--- config.mk ---
export PLATFORM = sky130hd
export DESIGN_NAME = neumaier_compensated_sum_unit
export DESIGN_NICKNAME = d
export VERILOG_FILES = /design/src/rtl/core/nsum_pkg.sv /design/src/rtl/core/nsum_fadd.sv /design/src/rtl/core/nsum_front.sv /design/src/rtl/core/nsum_back.sv /design/src/rtl/core/neumaier_compensated_sum_unit.sv
export VERILOG_INCLUDE_DIRS = /design/src /design/src/rtl/core
export SDC_FILE = /design/constraint.sdc
export NUM_CORES = 2
export LEC_CHECK = 0
export BUFFER_PORTS_ARGS = -buffer_cell sky130_fd_sc_hd__clkbuf_2
export CELL_PAD_IN_SITES_DETAIL_PLACEMENT = 0
export CELL_PAD_IN_SITES_GLOBAL_PLACEMENT = 1
export CORE_MARGIN = 8
export CORE_UTILIZATION = 50
export DETAILED_ROUTE_END_ITERATION = 8
export HOLD_SLACK_MARGIN = 0.1
export MAX_ROUTING_LAYER = met4
export PLACE_DENSITY = 0.8
export SYNTH_ARGS = -nofsm -noshare
export SYNTH_HDL_FRONTEND = slang
export SYNTH_SLANG_ARGS = --single-unit
--- constraint.sdc ---
create_clock -name clk -period 10.75 [get_ports clk]
set_clock_uncertainty 0.15 [all_clocks]
set_input_delay 2.15 -clock clk [delete_from_list [all_inputs] [get_ports clk]]
set_output_delay 2.15 -clock clk [all_outputs]
set_load 0.005 [all_outputs]
--- src/rtl/core/neumaier_compensated_sum_unit_macros.svh ---
// Assertion macros for the compensated sum unit.
`ifndef NEUMAIER_COMPENSATED_SUM_UNIT_MACROS_SVH
`define NEUMAIER_COMPENSATED_SUM_UNIT_MACROS_SVH

// Flag a condition that must never hold outside reset.
`define NSUM_ASSERT_NEVER(label, clk, rst, cond, msg) \
  label: assert property (@(posedge clk) disable iff (rst) !(cond)) else $error(msg);

// Flag a broken implication outside reset.
`define NSUM_ASSERT_IMPLY(label, clk, rst, ante, cons, msg) \
  label: assert property (@(posedge clk) disable iff (rst) (ante) |-> (cons)) else $error(msg);

`endif

--- src/rtl/core/nsum_pkg.sv ---
// Shared types and constants of the compensated sum unit.
`default_nettype none
package nsum_pkg;
  localparam int unsigned FpW = 64;
  localparam int unsigned ExpW = 11;
  localparam int unsigned FracW = 52;
  localparam int unsigned ManW = FracW + 1;
  localparam int unsigned ExtW = ManW + 3;
  localparam int unsigned FaddLat = 4;
  localparam int unsigned QDepth = 2;
  localparam logic [ExpW-1:0] ExpMax = '1;
  localparam logic [FpW-1:0] DefaultNan = 64'hFFF8_0000_0000_0000;

  typedef struct packed {
    logic [FpW-1:0] value;
    logic           last;
  } q_item_t;

  typedef struct packed {
    logic [1:0] count;
  } front_stat_t;

  typedef struct packed {
    logic fa_issue;
    logic fa_done;
  } back_stat_t;
endpackage
`default_nettype wire

--- src/rtl/core/nsum_fadd.sv ---
// Four-stage pipelined binary64 adder with round-to-nearest-even.
`default_nettype none
module nsum_fadd (
  input  wire logic                      clk,
  input  wire logic                      rst,
  input  wire logic                      in_valid,
  input  wire logic [nsum_pkg::FpW-1:0]  a,
  input  wire logic [nsum_pkg::FpW-1:0]  b,
  input  wire logic                      sub,
  output logic                           out_valid,
  output logic [nsum_pkg::FpW-1:0]       res
);
  localparam int unsigned EW = nsum_pkg::ExpW;
  localparam int unsigned MW = nsum_pkg::ManW;
  localparam int unsigned XW = nsum_pkg::ExtW;

  function automatic logic [5:0] lzc(input logic [XW-1:0] v);
    logic [5:0] n;
    n = 6'(XW);
    for (int i = 0; i < XW; i++) begin
      if (v[i]) n = 6'(XW - 1 - i);
    end
    return n;
  endfunction

  logic [nsum_pkg::FaddLat-1:0] vld;

  // stage 1
  logic a_nan, b_nan, a_inf, b_inf, bs, swap;
  logic [nsum_pkg::FpW-1:0] bn, big, sml, spec_val_next;
  logic spec_next;
  logic s1_spec, s1_sign, s1_esub;
  logic [nsum_pkg::FpW-1:0] s1_spec_val;
  logic [EW-1:0] s1_exp_l, s1_exp_s;
  logic [MW-1:0] s1_man_l, s1_man_s;

  always_comb begin
    a_nan = (a[62:52] == nsum_pkg::ExpMax) && (a[51:0] != '0);
    b_nan = (b[62:52] == nsum_pkg::ExpMax) && (b[51:0] != '0);
    a_inf = (a[62:52] == nsum_pkg::ExpMax) && (a[51:0] == '0);
    b_inf = (b[62:52] == nsum_pkg::ExpMax) && (b[51:0] == '0);
    bs = b[63] ^ (sub & ~b_nan);
    bn = {bs, b[62:0]};
    swap = b[62:0] > a[62:0];
    big = swap ? bn : a;
    sml = swap ? a : bn;
    spec_next = 1'b1;
    if (a_nan) spec_val_next = {a[63], nsum_pkg::ExpMax, 1'b1, a[50:0]};
    else if (b_nan) spec_val_next = {b[63], nsum_pkg::ExpMax, 1'b1, b[50:0]};
    else if (a_inf && b_inf && (a[63] != bs)) spec_val_next = nsum_pkg::DefaultNan;
    else if (a_inf) spec_val_next = a;
    else if (b_inf) spec_val_next = bn;
    else begin
      spec_next = 1'b0;
      spec_val_next = a;
    end
  end

  always_ff @(posedge clk) begin
    s1_spec <= spec_next;
    s1_spec_val <= spec_val_next;
    s1_sign <= big[63];
    s1_esub <= big[63] ^ sml[63];
    s1_exp_l <= (big[62:52] == '0) ? EW'(1) : big[62:52];
    s1_exp_s <= (sml[62:52] == '0) ? EW'(1) : sml[62:52];
    s1_man_l <= {big[62:52] != '0, big[51:0]};
    s1_man_s <= {sml[62:52] != '0, sml[51:0]};
  end

  // stage 2
  logic [EW-1:0] dif;
  logic [XW-1:0] ms_ext, shifted, mask, aligned;
  logic [XW:0] sum_next;
  always_comb begin
    dif = s1_exp_l - s1_exp_s;
    ms_ext = {s1_man_s, 3'b000};
    shifted = ms_ext >> dif[5:0];
    mask = (XW'(1) << dif[5:0]) - XW'(1);
    if (dif >= EW'(XW)) aligned = {{(XW-1){1'b0}}, |s1_man_s};
    else aligned = {shifted[XW-1:1], shifted[0] | (|(ms_ext & mask))};
    if (s1_esub) sum_next = {1'b0, s1_man_l, 3'b000} - {1'b0, aligned};
    else sum_next = {1'b0, s1_man_l, 3'b000} + {1'b0, aligned};
  end

  logic s2_spec, s2_sign, s2_esub;
  logic [nsum_pkg::FpW-1:0] s2_spec_val;
  logic [EW-1:0] s2_exp;
  logic [XW:0] s2_sum;
  always_ff @(posedge clk) begin
    s2_spec <= s1_spec;
    s2_spec_val <= s1_spec_val;
    s2_sign <= s1_sign;
    s2_esub <= s1_esub;
    s2_exp <= s1_exp_l;
    s2_sum <= sum_next;
  end

  // stage 3
  logic [5:0] lz;
  logic [EW-1:0] maxsh, sh;
  logic [XW-1:0] nm;
  logic [EW:0] ne;
  logic zero_next, zsign;
  always_comb begin
    lz = lzc(s2_sum[XW-1:0]);
    maxsh = s2_exp - EW'(1);
    sh = (EW'(lz) < maxsh) ? EW'(lz) : maxsh;
    zero_next = s2_sum == '0;
    zsign = s2_esub ? 1'b0 : s2_sign;
    if (s2_sum[XW]) begin
      nm = {s2_sum[XW:2], s2_sum[1] | s2_sum[0]};
      ne = {1'b0, s2_exp} + (EW+1)'(1);
    end else begin
      nm = s2_sum[XW-1:0] << sh[5:0];
      ne = {1'b0, s2_exp} - {1'b0, sh};
    end
  end

  logic s3_spec, s3_sign, s3_zero;
  logic [nsum_pkg::FpW-1:0] s3_spec_val;
  logic [EW:0] s3_exp;
  logic [XW-1:0] s3_man;
  always_ff @(posedge clk) begin
    s3_spec <= s2_spec;
    s3_spec_val <= s2_spec_val;
    s3_sign <= zero_next ? zsign : s2_sign;
    s3_zero <= zero_next;
    s3_exp <= ne;
    s3_man <= nm;
  end

  // stage 4
  logic up;
  logic [MW:0] mr;
  logic [MW-1:0] mant;
  logic [EW:0] fe;
  logic [nsum_pkg::FpW-1:0] res_next;
  always_comb begin
    up = s3_man[2] & (s3_man[1] | s3_man[0] | s3_man[3]);
    mr = {1'b0, s3_man[XW-1:3]} + (MW+1)'(up);
    if (mr[MW]) begin
      mant = mr[MW:1];
      fe = s3_exp + (EW+1)'(1);
    end else begin
      mant = mr[MW-1:0];
      fe = s3_exp;
    end
    if (s3_spec) res_next = s3_spec_val;
    else if (s3_zero) res_next = {s3_sign, 63'b0};
    else if (fe >= {1'b0, nsum_pkg::ExpMax}) res_next = {s3_sign, nsum_pkg::ExpMax, 52'b0};
    else res_next = {s3_sign, mant[MW-1] ? fe[EW-1:0] : EW'(0), mant[MW-2:0]};
  end

  always_ff @(posedge clk) begin
    res <= res_next;
    if (rst) vld <= '0;
    else vld <= {vld[nsum_pkg::FaddLat-2:0], in_valid};
  end

  assign out_valid = vld[nsum_pkg::FaddLat-1];
endmodule
`default_nettype wire

--- src/rtl/core/nsum_front.sv ---
// Input stage: accepts addends into a two-entry queue.
`default_nettype none
module nsum_front (
  input  wire logic                 clk,
  input  wire logic                 rst,
  input  wire logic                 s_tvalid,
  output logic                      s_tready,
  input  wire logic [63:0]          s_tdata,
  input  wire logic                 s_tlast,
  output logic                      q_valid,
  output nsum_pkg::q_item_t         q_item,
  input  wire logic                 q_pop,
  output nsum_pkg::front_stat_t     stat
);
  nsum_pkg::q_item_t mem [nsum_pkg::QDepth];
  logic rd_ptr, wr_ptr;
  logic [1:0] count;
  logic push, pop;

  assign s_tready = count != 2'(nsum_pkg::QDepth);
  assign push = s_tvalid && s_tready;
  assign q_valid = count != '0;
  assign pop = q_pop && q_valid;
  assign q_item = mem[rd_ptr];
  assign stat.count = count;

  always_ff @(posedge clk) begin
    if (push) mem[wr_ptr] <= '{value: s_tdata, last: s_tlast};
    if (rst) begin
      rd_ptr <= 1'b0;
      wr_ptr <= 1'b0;
      count <= '0;
    end else begin
      if (push) wr_ptr <= ~wr_ptr;
      if (pop) rd_ptr <= ~rd_ptr;
      count <= count + 2'(push) - 2'(pop);
    end
  end
endmodule
`default_nettype wire

--- src/rtl/core/nsum_back.sv ---
// Sequencer that runs the compensated update on a shared adder.
`default_nettype none
module nsum_back (
  input  wire logic                 clk,
  input  wire logic                 rst,
  input  wire logic                 q_valid,
  input  wire nsum_pkg::q_item_t    q_item,
  output logic                      q_pop,
  output logic                      m_tvalid,
  input  wire logic                 m_tready,
  output logic [63:0]               m_tdata,
  output nsum_pkg::back_stat_t      stat
);
  typedef enum logic [2:0] {
    ST_IDLE, ST_T, ST_A, ST_B, ST_E, ST_F, ST_OUT
  } state_t;

  state_t state;
  logic busy, ge, last;
  logic [63:0] s, e, v, t, x;
  logic fa_in_valid, fa_out_valid, fa_sub;
  logic [63:0] fa_a, fa_b, fa_res;
  logic s_nan, v_nan, ge_next;

  nsum_fadd u_fadd (
    .clk(clk), .rst(rst), .in_valid(fa_in_valid), .a(fa_a), .b(fa_b),
    .sub(fa_sub), .out_valid(fa_out_valid), .res(fa_res)
  );

  always_comb begin
    s_nan = (s[62:52] == nsum_pkg::ExpMax) && (s[51:0] != '0);
    v_nan = (q_item.value[62:52] == nsum_pkg::ExpMax) && (q_item.value[51:0] != '0);
    ge_next = !s_nan && !v_nan && (s[62:0] >= q_item.value[62:0]);
    q_pop = (state == ST_IDLE) && q_valid;
    fa_in_valid = !busy && (state != ST_IDLE) && (state != ST_OUT);
    fa_sub = 1'b0;
    fa_a = s;
    fa_b = v;
    unique case (state)
      ST_T: begin
        fa_a = s;
        fa_b = v;
      end
      ST_A: begin
        fa_a = ge ? s : v;
        fa_b = t;
        fa_sub = 1'b1;
      end
      ST_B: begin
        fa_a = x;
        fa_b = ge ? v : s;
      end
      ST_E: begin
        fa_a = e;
        fa_b = x;
      end
      ST_F: begin
        fa_a = t;
        fa_b = e;
      end
      default: begin
        fa_a = s;
        fa_b = v;
      end
    endcase
  end

  assign stat.fa_issue = fa_in_valid;
  assign stat.fa_done = fa_out_valid;

  always_ff @(posedge clk) begin
    if (rst) begin
      state <= ST_IDLE;
      busy <= 1'b0;
      m_tvalid <= 1'b0;
      s <= '0;
      e <= '0;
    end else begin
      if (m_tvalid && m_tready && (state != ST_OUT)) m_tvalid <= 1'b0;
      if (fa_in_valid) busy <= 1'b1;
      if (fa_out_valid) busy <= 1'b0;
      unique case (state)
        ST_IDLE: begin
          if (q_valid) begin
            v <= q_item.value;
            last <= q_item.last;
            ge <= ge_next;
            state <= ST_T;
          end
        end
        ST_T: begin
          if (fa_out_valid) begin
            t <= fa_res;
            state <= ST_A;
          end
        end
        ST_A: begin
          if (fa_out_valid) begin
            x <= fa_res;
            state <= ST_B;
          end
        end
        ST_B: begin
          if (fa_out_valid) begin
            x <= fa_res;
            state <= ST_E;
          end
        end
        ST_E: begin
          if (fa_out_valid) begin
            e <= fa_res;
            s <= t;
            state <= last ? ST_F : ST_IDLE;
          end
        end
        ST_F: begin
          if (fa_out_valid) begin
            t <= fa_res;
            state <= ST_OUT;
          end
        end
        ST_OUT: begin
          if (!m_tvalid || m_tready) begin
            m_tdata <= t;
            m_tvalid <= 1'b1;
            s <= '0;
            e <= '0;
            state <= ST_IDLE;
          end
        end
        default: state <= ST_IDLE;
      endcase
    end
  end
endmodule
`default_nettype wire

--- src/rtl/core/neumaier_compensated_sum_unit.sv ---
// Top level of the Neumaier compensated binary64 sum unit.
// Sums a stream of binary64 addends with Neumaier compensation and emits
// sum plus error on the addend flagged by tlast, then starts a fresh sum at +0.
// Each addend takes four dependent adds on one four-stage adder; a last
// addend adds one more add and the output load.
// A two-entry input queue and the output register let either side stall.
`default_nettype none
`include "neumaier_compensated_sum_unit_macros.svh"
module neumaier_compensated_sum_unit (
  input  wire logic        clk,
  input  wire logic        rst,
  input  wire logic        s_tvalid,
  output logic             s_tready,
  input  wire logic [63:0] s_tdata,   // value_bits[63:0]
  input  wire logic        s_tlast,
  output logic             m_tvalid,
  input  wire logic        m_tready,
  output logic [63:0]      m_tdata    // total_bits[63:0]
);
  logic q_valid, q_pop;
  nsum_pkg::q_item_t q_item;
  nsum_pkg::front_stat_t front_stat;
  nsum_pkg::back_stat_t back_stat;

  nsum_front u_front (
    .clk(clk), .rst(rst), .s_tvalid(s_tvalid), .s_tready(s_tready),
    .s_tdata(s_tdata), .s_tlast(s_tlast), .q_valid(q_valid),
    .q_item(q_item), .q_pop(q_pop), .stat(front_stat)
  );

  nsum_back u_back (
    .clk(clk), .rst(rst), .q_valid(q_valid), .q_item(q_item), .q_pop(q_pop),
    .m_tvalid(m_tvalid), .m_tready(m_tready), .m_tdata(m_tdata),
    .stat(back_stat)
  );

  `NSUM_ASSERT_NEVER(a_q_over, clk, rst, front_stat.count > 2'(nsum_pkg::QDepth), "queue overflow")
  `NSUM_ASSERT_IMPLY(a_fa_lat, clk, rst, back_stat.fa_done, $past(back_stat.fa_issue, 4), "adder result without issue")
  `NSUM_ASSERT_IMPLY(a_fa_one, clk, rst, back_stat.fa_issue, !back_stat.fa_done, "issue while result returns")
endmodule
`default_nettype wire
**Yosys cells after proc, flatten, opt, wreduce, memory -nomap -nowiden**

Memory sizes are Yosys's and may differ from the RTL's. A register that Yosys moved wholly into a read port is not among the register bits.
Cells that the tools add are included.

- Muxes and demuxes: 103
- Divide/modulo/power cells: 0
- Equality and inequality tests: 20
- Magnitude comparators: 5
- Add/subtract/negate cells: 11
- Multipliers: 0
- Shift-type cells: 3
- Bitwise gates (word level): 13
- Reduce and logical (&&, ||, !) cells: 50

Operators with widths:

| operator | number |
|---|---|
| 2-to-1 mux 64 bit | 13 |
| case mux 64 bit (4 select lines) | 2 |
| 2-to-1 mux 6 bit | 55 |
| case mux 64 bit (2 select lines) | 2 |
| nonzero test 52 bit | 4 |
| 2-to-1 mux 63 bit | 2 |
| zero test 52 bit | 2 |
| >= comparator 63 bit | 1 |
| greater-than comparator 63 bit | 1 |
| adder 56 x 56 -> 57 bit | 1 |
| zero test 57 bit | 1 |
| 2-to-1 mux 57 bit | 1 |
| subtractor 56 x 56 -> 57 bit | 1 |
| AND 56 bit | 1 |
| 2-to-1 mux 56 bit | 1 |
| OR reduction 56 bit | 1 |
| << shifter 1 x 6 -> 56 bit, first input constant | 1 |
| << shifter 56 x 6 -> 56 bit | 1 |
| >> shifter 56 x 6 -> 56 bit | 1 |
| subtractor 56 x 2 -> 56 bit, second input constant | 1 |
| 2-to-1 mux 55 bit | 1 |
| adder 53 x 1 -> 54 bit | 1 |
| 2-to-1 mux 53 bit | 1 |
| OR reduction 53 bit | 1 |
| other kinds (41) | 108 |

- Output and inout port bits: 66
- Bits in latches: 0
- Bits in writable memories: 130
- Memory bits (read-only): 0
- Input bits: 69
- Memories kept: 1
- Register bits after elaboration: 928
- Word-level logic and storage cells: 244

Memories:

| memory | depth | bits a word | rd ports | clocked after Yosys merged registers in | write ports | RTL line | source |
|---|---|---|---|---|---|---|---|
| u_front.mem | 2 | 65 | 1 | 1 | 1 | nsum_front.sv:15 | `nsum_pkg::q_item_t mem [nsum_pkg::QDepth];` |

**Longest topological paths before layout**

- Word-level depth: 60
- Gate-level depth with buffers: 36
- Gate-level depth less buffers: 32

**Cells and area by module**

A second synthesis with hierarchy kept.

- Cell total of the unflattened synthesis: 5804
- Area, all modules: 55837.3 um^2

By module, submodules not included:

| module | cells an instance | area each (um^2) | instances | sequential area each (um^2) |
|---|---|---|---|---|
| nsum_fadd | 3990 | 32576.2 | 1 | 10670.2 |
| nsum_back | 1588 | 18134.9 | 1 | 10410.0 |
| nsum_front | 226 | 5126.2 | 1 | 4003.8 |

**Worst setup path after synthesis**

Ideal clock, no wire load.

- Kind: input to register
- From: in rst
- To: reg u_back.t[0] (enable)
- Data required time: 9.954 ns
- Stages on the path: 2
- Buffers on the path: 1
- Data arrival time: 8.503 ns
- Library setup time: 0.646 ns
- Slack: 1.451 ns
- Cell sequence: clkbuf_1 > nor4bb_1

- Longest elaborated chain between the ends: 2

Ends and longest elaborated chain:

| what | RTL line | source |
|---|---|---|
| from (decl) | neumaier_compensated_sum_unit.sv:11 | `input wire logic rst,` |
| NOT 1 bit (no line) | n/a |  |
| AND reduction 3 bit (no line) | n/a |  |
| to (signal assigned) | nsum_back.sv:93 | `t <= fa_res;` |
| to (signal assigned) | nsum_back.sv:118 | `t <= fa_res;` |
| to (decl) | nsum_back.sv:20 | `logic [63:0] s, e, v, t, x;` |

No other way between the ends.
A chain may end at the register's enable or synchronous reset.

**Final worst setup path**

- From: reg u_back.u_fadd.s1_exp_l[0]
- To: reg u_back.u_fadd.s2_sum[54]

- Longest elaborated chain between the ends: 9
- Elaborated cells between the ends (all ways): 12
- Those cells by class: add/sub: 4; order compare: 1; shift: 2; mux: 2; bitwise: 2; reduce/logical: 1

Ends and longest elaborated chain:

| what | RTL line | source |
|---|---|---|
| from (decl) | nsum_fadd.sv:34 | `logic [EW-1:0] s1_exp_l, s1_exp_s;` |
| from (signal assigned) | nsum_fadd.sv:64 | `s1_exp_l <= (big[62:52] == '0) ? EW'(1) : big[62:52];` |
| subtractor 11 bit * | nsum_fadd.sv:75 | `dif = s1_exp_l - s1_exp_s;` |
| << shifter 1 x 6 -> 56 bit | nsum_fadd.sv:78 | `mask = (XW'(1) << dif[5:0]) - XW'(1);` |
| subtractor 56 x 2 -> 56 bit | nsum_fadd.sv:78 |  |
| AND 56 bit | nsum_fadd.sv:80 | `else aligned = {shifted[XW-1:1], shifted[0] \| (\|(ms_ext & mask))};` |
| OR reduction 56 bit | nsum_fadd.sv:80 |  |
| OR 1 bit | nsum_fadd.sv:80 |  |
| 2-to-1 mux 56 bit * | nsum_fadd.sv:79 | `if (dif >= EW'(XW)) aligned = {{(XW-1){1'b0}}, \|s1_man_s};` |
| adder 56 x 56 -> 57 bit / subtractor 56 x 56 -> 57 bit (equally long branches) | nsum_fadd.sv:82, nsum_fadd.sv:81 |  |
| 2-to-1 mux 57 bit * | nsum_fadd.sv:81 | `if (s1_esub) sum_next = {1'b0, s1_man_l, 3'b000} - {1'b0, aligned};` |
| named net u_back.u_fadd.sum_next[54] | nsum_fadd.sv:73 | `logic [XW:0] sum_next;` |
| to (signal assigned) | nsum_fadd.sv:95 | `s2_sum <= sum_next;` |
| to (decl) | nsum_fadd.sv:88 | `logic [XW:0] s2_sum;` |

The timed path passes the listed nets; every way through them passes the cells marked *.

==> metrics <==
status=complete, no violations; Die X=around 350 um; RSZ-0062 raised after global routing=no; Cell Area, Placed=between 50000 and 60000 sq um; clock slew seen by the registers of the worst setup and hold paths=roughly 0.07 ns; Overall Global Routing Usage=0.344; # Max-Cap Violations=0; Routed WL=between 200000 and 250000 um; row count=123; # Post-CTS Setup Buffers=0; GR peak layer=met2; final worst slack=2.51 ns; met2 GRT Util=0.519; Slew Limit Fails=0; post-CTS sizing=0; Multi-input gate area=roughly 29000 sq um; Pleak=around 25 nW; Setup crit start kind=flip-flop; Pwr per Cell Area=~340 nW/um^2; Final min period=about 8.2 ns; initial antenna violation count=10; Synth Net Count=6316; Netlist cell types=approximately 110; Detailed Routing Iterations Pass 1=9; initial DRC count=around 6000; Finished Layout Cells=~7600; gr ovfl total=0; YS warnings=0; number of instances in the placed design=roughly 7400; grt met3 use=0.0587; Root Driver=clkbuf_16; htree depth=3; FMAX=0.121 GHz; clk sinks=roughly 1100; peak supply drop=0.308 mV; pre-CTS setup slack=between 2 and 3 ns; vias in the first global route=about 46000; CTS tree=done; wire per inst=around 29 um; number of synthesized flops with an enable pin=slightly below 400; post-synthesis cell area=between 50000 and 60000 sq um; most frequent cells in the layout=nand2_1 (711), dfxtp_1 (666), a21oi_1 (479); Setup crit end kind=flip-flop; Fin. Hold Viols=0; largest net degree at the start of global routing=110; first-pass GRT wire length=316000 um; Initial Util=0.503; nets=6300; GRT met1 Usage=0.452; Synth Area per Inst=9.44 sq um; Tcrit/Tclk final=0.766; port buffer count=~130; asr flop ratio synth=0; Core ar.=approximately 110000 sq um; Area growth, synth to finish=10.2%; DRC Markers=0; Synth Flop Type=dfxtp_1; register bit total from synthesis=roughly 1100; final setup violation count=0; Storage cell area=~25000 sq um; Post-CTS Hold Buffers=0; die area=124000 sq um; fraction of layout cells with a size suffix above 1=0.111; DPL Wire Length=~160000 um; Max FO, Critical Path=48; Final Cell Area=about 62000 sq um; CTS max path bufs=3; crit path DAT=8.66 ns; die height=352 um; Skew-Pair Late Insertion Delay=roughly 0.73 ns; Final ANT Viol Nets=0; Slew Limit Headroom=0.125; CTS Buf Count=approximately 110; CP required=approximately 11 ns; fill cell count=around 10000; Synth Instances=about 6000; commonest non-fill, non-tap cell in the layout=nand2_1; Min Hold Slack=0.152 ns; fin util=0.555; GPL Wtd Cong=~1.0; Slew @ Worst Pin=1.31 ns; via count=~48000; via/cell ratio=approximately 6.4; sum of negative setup slack=0 ns; Hold WC Path Type=flip-flop to flip-flop; I/O Pins=around 140; total power draw=21.2 mW; register area share after synthesis=0.444; critical path class=flip-flop to flip-flop
[critical path, cell delays in order (launching register included)]
cell and delay [ns]:
dfxtp_1 0.31, inv_1 0.06, ha_2 0.19, inv_1 0.06, fa_4 1.10, buf_4 0.61, mux2_2 0.44, nor2_1 0.10
a21oi_1 0.08, mux4_2 0.54, mux2i_1 0.24, nor2_1 0.06, o21ai_0 0.43, ha_1 0.37, inv_1 0.16, a21oi_1 0.10
or4_1 0.40, a21oi_1 0.14, o21ai_1 0.18, o2111ai_1 0.40, and3_1 0.27, o2111ai_1 0.15, a2111oi_0 0.60, o41ai_1 0.21
o41ai_1 0.44, a31oi_1 0.12, xnor2_1 0.15
[path summary, 6_finish.rpt]
kind	start	endpoint	slack, ns	depth (start not counted)
hold / removal	u_back.u_fadd.s1_spec_val[25]	u_back.u_fadd.s2_spec_val[25]	0.15	0
hold reg to reg	u_back.u_fadd.s1_spec_val[25]	u_back.u_fadd.s2_spec_val[25]	0.15	0
setup / recovery	u_back.u_fadd.s1_exp_l[0]	u_back.u_fadd.s2_sum[54]	2.51	26
setup reg to reg	u_back.u_fadd.s1_exp_l[0]	u_back.u_fadd.s2_sum[54]	2.51	26
[cell usage after synthesis, types with 41 or more instances]
cell type,number,share of area
clkbuf_1,253,0.017
nor2_1,385,0.026
xor2_1,55,0.0085
nor2b_1,52,0.0058
a222oi_1,49,0.0087
a21oi_1,483,0.043
buf_2,54,0.0048
a221oi_1,49,0.0076
o21ai_0,292,0.026
a22o_1,52,0.0081
nand4_1,90,0.010
nor4_1,80,0.0089
o21bai_1,41,0.0055
a221o_1,58,0.010
inv_1,297,0.020
edfxtp_1,388,0.21
mux2_2,133,0.027
xnor2_1,81,0.013
mux2i_1,379,0.067
nand2_1,713,0.047
dfxtp_1,671,0.24
nor3_1,64,0.0057
nand3_1,217,0.019
ha_1,266,0.059
a21o_1,85,0.011
and3_1,41,0.0045
nand2b_1,50,0.0055
[registers in the layout (all words and copies together) (netlist names), 2 cells and up, named ones only]
| name | cells |
|---|---|
| u_back.state | 3 |
| u_back.u_fadd.s2_exp | 11 |
| u_back.u_fadd.s2_sum | 57 |
| u_back.u_fadd.s1_man_s | 53 |
| u_back.u_fadd.s2_spec_val | 64 |
| u_back.m_tdata | 64 |
| u_back.u_fadd.s1_exp_s | 11 |
| u_back.t | 64 |
| u_front.mem | 130 |
| u_back.e | 64 |
| u_back.u_fadd.s3_exp | 12 |
| u_back.u_fadd.s1_spec_val | 64 |
| u_back.v | 64 |
| u_front.stat | 2 |
| u_back.u_fadd.res | 64 |
| u_back.x | 64 |
| u_back.u_fadd.s1_exp_l | 11 |
| u_back.u_fadd.s3_man | 56 |
| u_back.u_fadd.s1_man_l | 53 |
| u_back.s | 64 |
| u_back.u_fadd.vld | 4 |
| u_back.u_fadd.s3_spec_val | 64 |
[routing by layer]
| layer | share of wire | vias up |
|---|---|---|
| met5 | 0 | - |
| met4 | 0.056 | 0 |
| met3 | 0.087 | 471 |
| met2 | 0.44 | 2514 |
| met1 | 0.42 | 23458 |
| li1 | - | 21822 |
[where the power goes]
group / internal [mW] / leakage (nW) / switching (mW)
Combinational: 3.89 / 14.1 / 7.26
Clock: 2.21 / 1.81 / 1.70
Sequential: 5.04 / 9.08 / 1.09
Total: 11.1 / 25.0 / 10.1
[cells by family (layout without fill, tap and decap cells)]
family,after synthesis,count (layout),synth area share
fa+ha+maj,269,269,0.0600
compound gates,1510,1510,0.176
simple gates,1809,1809,0.149
other cells,0,3,0
buf+inv,658,738,0.0467
mux,535,535,0.103
flops,1059,1059,0.444
xor+xnor,138,138,0.0217
[cell type report]
| cell class | count | share of cell area |
|---|---|---|
| multi-input cells | 4261 | 0.465 |
| flip-flops and latches | 1059 | 0.403 |
| clock buffers | 130 | 0.0464 |
| well taps | 1500 | 0.0302 |
| repair buffers | 229 | 0.0229 |
| inverters | 302 | 0.0182 |
| clock inverters | 77 | 0.0135 |
| diodes | 3 | 0.000121 |
Note: power is estimated with default switching activity, not from simulation.
